**src/hdl/polyphonic_wavetable_synth_macros.svh**
```systemverilog
// Assertion macros for the polyphonic wavetable synthesizer.
// Used by the top level only; no other dependencies.
`ifndef POLYPHONIC_WAVETABLE_SYNTH_MACROS_SVH
`define POLYPHONIC_WAVETABLE_SYNTH_MACROS_SVH
// Assert that a condition implies a consequence in the same cycle.
`define PWS_ASSERT_IMP(label, clk, rst_n, a, b, msg) \
	label: assert property (@(posedge clk) disable iff (!rst_n) (a) |-> (b)) else $error(msg);
// Assert that a condition implies a consequence in the next cycle.
`define PWS_ASSERT_NEXT(label, clk, rst_n, a, b, msg) \
	label: assert property (@(posedge clk) disable iff (!rst_n) (a) |=> (b)) else $error(msg);
`endif

```
**src/hdl/pws_pkg.sv**
```systemverilog
// Package for the polyphonic wavetable synthesizer.
// Holds command codes, register indexes and the voice record type.
`timescale 1ns / 1ps
package pws_pkg;
	localparam logic [2:0] CMD_NOTE_ON   = 3'd0;
	localparam logic [2:0] CMD_SAMPLE    = 3'd1;
	localparam logic [2:0] CMD_ENV       = 3'd2;
	localparam logic [2:0] CMD_LOAD_WAVE = 3'd3;
	localparam logic [2:0] CMD_LOAD_ENV  = 3'd4;
	localparam logic [2:0] CMD_LOAD_STEP = 3'd5;

	localparam logic [1:0] REG_WAVE_LEN   = 2'd0;
	localparam logic [1:0] REG_LOOP_LEN   = 2'd1;
	localparam logic [1:0] REG_ATTACK_LEN = 2'd2;
	localparam logic [1:0] REG_ENV_LEN    = 2'd3;

	// Per-voice state word kept in the voice memory.
	typedef struct packed {
		logic [15:0] step;
		logic [15:0] whole;
		logic [7:0]  frac;
		logic [7:0]  level;
		logic [7:0]  idx;
	} voice_t;

	localparam int VOICE_W = 56;
endpackage

```
**src/hdl/pws_voice_ram.sv**
```systemverilog
// Voice state memory: one read port, one write port, registered read.
// Depends on pws_pkg for the voice record.
`timescale 1ns / 1ps
module pws_voice_ram #(
	parameter int VOICES = 8,
	parameter int AW = 3
) (
	input  logic                 clk,
	input  logic [AW-1:0]        raddr,
	output pws_pkg::voice_t      rdata,
	input  logic                 we,
	input  logic [AW-1:0]        waddr,
	input  pws_pkg::voice_t      wdata
);
	pws_pkg::voice_t mem [VOICES];

	// Synchronous write and read.
	always_ff @(posedge clk) begin
		if (we) begin
			mem[waddr] <= wdata;
		end
		rdata <= mem[raddr];
	end
endmodule

```
**config.mk**
```make
export PLATFORM = sky130hd
export DESIGN_NAME = pws_voice_ram
export DESIGN_NICKNAME = d
export VERILOG_FILES = /design/src/hdl/polyphonic_wavetable_synth_macros.svh /design/src/hdl/pws_pkg.sv /design/src/hdl/pws_voice_ram.sv
export SDC_FILE = /design/constraint.sdc
export NUM_CORES = 1
export LEC_CHECK = 0
export ABC_AREA = 1
export BUFFER_PORTS_ARGS = -buffer_cell sky130_fd_sc_hd__buf_2
export CAP_MARGIN = 40
export CORE_UTILIZATION = 45
export DETAILED_ROUTE_END_ITERATION = 7
export MAX_ROUTING_LAYER = met4
export PLACE_DENSITY_LB_ADDON = 0.3
export SETUP_SLACK_MARGIN = 0.4
export SLEW_MARGIN = 10
export SYNTH_ARGS = -nofsm -noshare
export SYNTH_HDL_FRONTEND = slang
export SYNTH_SLANG_ARGS = --single-unit
```
**constraint.sdc**
```tcl
create_clock -name clk -period 3.25 [get_ports clk]
set_clock_uncertainty 0.05 [all_clocks]
set_input_delay 0.4875 -clock clk [delete_from_list [all_inputs] [get_ports clk]]
set_output_delay 0.4875 -clock clk [all_outputs]
set_load 0.01 [all_outputs]
```
## After elaboration in Yosys (flattened, before gate mapping)

Memories as Yosys holds them, arrays and structs flattened. A register that Yosys moved wholly into a read port is not among the register bits.
Index checks and enable logic that the tools add are counted.

- Register bits: 0
- Memory bits (writable): 448
- Output and inout bits: 56
- Logic and storage cells: 3
- Memories kept: 1

Memories:

| name | words | width | read ports | clocked after Yosys merged registers in | write ports | RTL line | RTL |
|---|---|---|---|---|---|---|---|
| mem | 8 | 56 | 1 | 1 | 1 | pws_voice_ram.sv:15 | `pws_pkg::voice_t mem [VOICES];` |

- Mux-type cells: 2

Operator list:

| operator | count |
|---|---|
| 1-bit two-way mux | 2 |

## Longest topological paths before layout

- Depth after elaboration: 2
- Gate-level depth with buffers: 9
- Mapped depth without buffers: 6

## Least setup slack after synthesis

Ideal clock, no wire load.

- Kind: input port to flip-flop
- Start: input waddr[0]
- End: memory mem[0][0] (netlist bit), enable pin
- Arrival time: 2.975 ns
- Required time: 2.730 ns
- Path slack: -0.246 ns
- Stages on the path: 3
- Path buffers: 0
- Cells stage by stage: inv_1 > nand2_1 > nor2_1

RTL lines:

| item | RTL line | RTL |
|---|---|---|
| from (decl) | pws_voice_ram.sv:12 | `input logic [AW-1:0] waddr,` |
| to (decl) | pws_voice_ram.sv:15 |  |

No word-level cell before the write port.

## Worst setup path after layout

- Start: register rdata[21] (netlist name)
- End: output rdata[21] (netlist bit)

RTL lines:

| item | RTL line | RTL |
|---|---|---|
| to (decl) | pws_voice_ram.sv:10 | `output pws_pkg::voice_t rdata,` |

No word-level cell between the ends.

==> impl_results.md <==
* Status: complete, no violations
* PD cells at 593 nW/um^2
* Area grow syn2layout at 13.8%
* Reg-to-Reg End: rdata[13]
* CP endpoint kind: primary output
* Reg-to-reg startpoint: mem[3][13]
* Via density at approximately 4.7
* Worst-Margin Slew at 1090 ps
* Internal at 10.9 mW
* Worst reg2reg setup slack at roughly 2300 ps
* Worst Path Buf+Inv at 1
* Initial Utilization at between 40 and 50%
* Sink Count at 504
* Most common cell after layout, fill and taps aside: nand2_1
* Final Slew Violations at 0
* Syn avg cell area at 10.3 sq um
* Slew HR at 27.6%
* Final min period at around 1700 ps
* Maximum VDD drop at around 400 uV
* Worst-path cell chain: buf_2
* Syn Nets at 2074
* Total grt overflow at 0
* Most frequent cells in the layout: nand2_1, inv_1, edfxtp_1
* CP endpoint: rdata[21]
* Leak at 10.8 nW
* Worst Setup SP: rdata[21]
* CTS root buf: clkbuf_16
* IO buf count at around 120
* RSZ-0062 raised after global routing: no
* TritonCTS clock tree: done
* Nets at 2182
* Final hold slack at 115 ps
* Register area share after synthesis at a little over two thirds
* Upper clock frequency limit at 576 MHz
* Die width at 216 um
* # setup viols final at 0
* Max clock buf depth at 3
* Kind of critical path: flop to primary output
* DRT Wirelength at 43200 um
* Detailed-route DRC error count at 0
* Final hold violation count at 0
* Syn. warnings at 0
* Worst R2R Path Depth at 6
* Setup_tns at 0 ps
* Unique cell type count in the Yosys netlist at 13
* Crit-path max FO at 1
* CTS resizes at 0
* Hold buffer count at CTS at 0
* Cell depth of the worst setup path at 1
* Drt initial violations at 1031
* CP arrival at 1200 ps
* Total I/O pin count at 120
* Vias post-DR at 12892
* H-tree lvl count at 2
* Initial antenna violation count at 4
* Syn Std Cell Area at roughly 21000 sq um
* Seq cells post-synth at 504
* Die H at 216 um
* CTS Buf Count at 51
* Max_cap viols at 0
* Std-Cell Rows at 78
* Switching Power at ~3 mW
* Vias in the first global route at between 10000 and 15000
* Logic pwr share at 6.4%
* Clock Power Share at between 40 and 50%
* Tcrit/Tclk final at 53.4%
* CTS clk-pin slew, worst paths at ~60 ps
* Crit path max-delay family: flip-flops
* Share of cells above drive strength 1 at 10.1%
* CP max-delay cell: dfxtp_1
* Drt wl/cell at 15.7 um
* Setup Buffers After CTS at 0
* Global-route wire length before repair at 69100 um
* Total die area at 46900 sq um
* DRT Pass-1 Iters at 5
* Worst EP required at 2710 ps
* Sw Share at 21.7%
* Final ANT Viol Nets at 0
* CP startpoint kind: flop
* Slowest Stage Delay on Critical Path at 440 ps
* Clock Latency Late Sink at 590 ps
* Final Core Density at 51.9%
* Largest net degree at the start of global routing at ~230
* Core ar. at 45400 sq um
* Overall global routing resource usage at 19.6%
* Sequential Power Share at 52.9%
* Post-DP HPWL at 22800 um
* Post-Synthesis Cells at around 2000
* Worst hold path type: input pin to flop
* GPL Wtd Cong at 0.750
## layout make-up
class	instances	area (sq um)
Clock buffer	79	1470
Timing Repair Buffer	141	932
Clock inverter	13	136
Fill cell	3924	21800
Sequential cell	504	14600
Multi-Input combinational cell	966	3970
Tap cell	600	751
Antenna cell	4	10.0
Inverter	454	1710
## worst min-delay path by stage
stage	cells after the start	end	start
after detailed placement	6	rdata[50]	mem[0][50]
final	1	mem[3][0]	wdata[0]
after global routing	1	mem[1][0]	wdata[0]
after CTS	1	mem[3][0]	wdata[0]
after global placement	6	rdata[25]	mem[1][25]
after floorplan	0	mem[0][0]	wdata[0]
## Yosys cell counts (all sizes together)
cell type / n / area [sq um]
edfxtp: 448 / 13500
nand2: 734 / 2760
nand3: 224 / 1120
nor2: 8 / 30.0
clkbuf: 14 / 52.6
dfxtp: 56 / 1120
inv: 454 / 1710
buf: 72 / 460
## metal layers
metal	up-vias	track usage, %	part of all wire (%)
li1	6450	-	-
met1	6068	26.0	45
met2	297	31.0	47
met3	77	3.02	5.0
met4	0	6.13	2.1
met5	-	-	0
## sequential cells by signal, indices dropped and copies added (netlist names)
register and cells:
mem 448, rdata 56
## power groups by stage
stage | combinational, mW | sequential, mW | clock [mW]
floorplan | 0.516 | 7.55 | 0
global placement | 0.892 | 7.52 | 0
detailed placement | 0.913 | 7.53 | 0
CTS | 0.917 | 7.39 | 5.80
global route | 1.02 | 7.41 | 6.07
finish | 0.900 | 7.39 | 5.67
## metrics by stage
stage / instances / power (mW) / instance area, sq um / setup WS [ps]
floorplan: 2010 / 8.07 / 20700 / -245
global placement: 2665 / 8.41 / 21900 / 1090
detailed placement: 2665 / 8.44 / 21900 / 1050
CTS: 2757 / 14.1 / 23500 / 1480
global route: 2761 / 14.5 / 23600 / 1490
finish: 2761 / 14.0 / 23600 / 1510
## kinds of logic (layout without fill, tap and decap cells)
group | count (synthesis) | after routing | synth area share [%]
buffers and inverters | 540 | 687 | 10.7
flip-flops | 504 | 504 | 70.4
other | 0 | 4 | 0
AND/OR/NAND/NOR | 966 | 966 | 18.9
No activity file was read; power rests on OpenSTA's default activity.
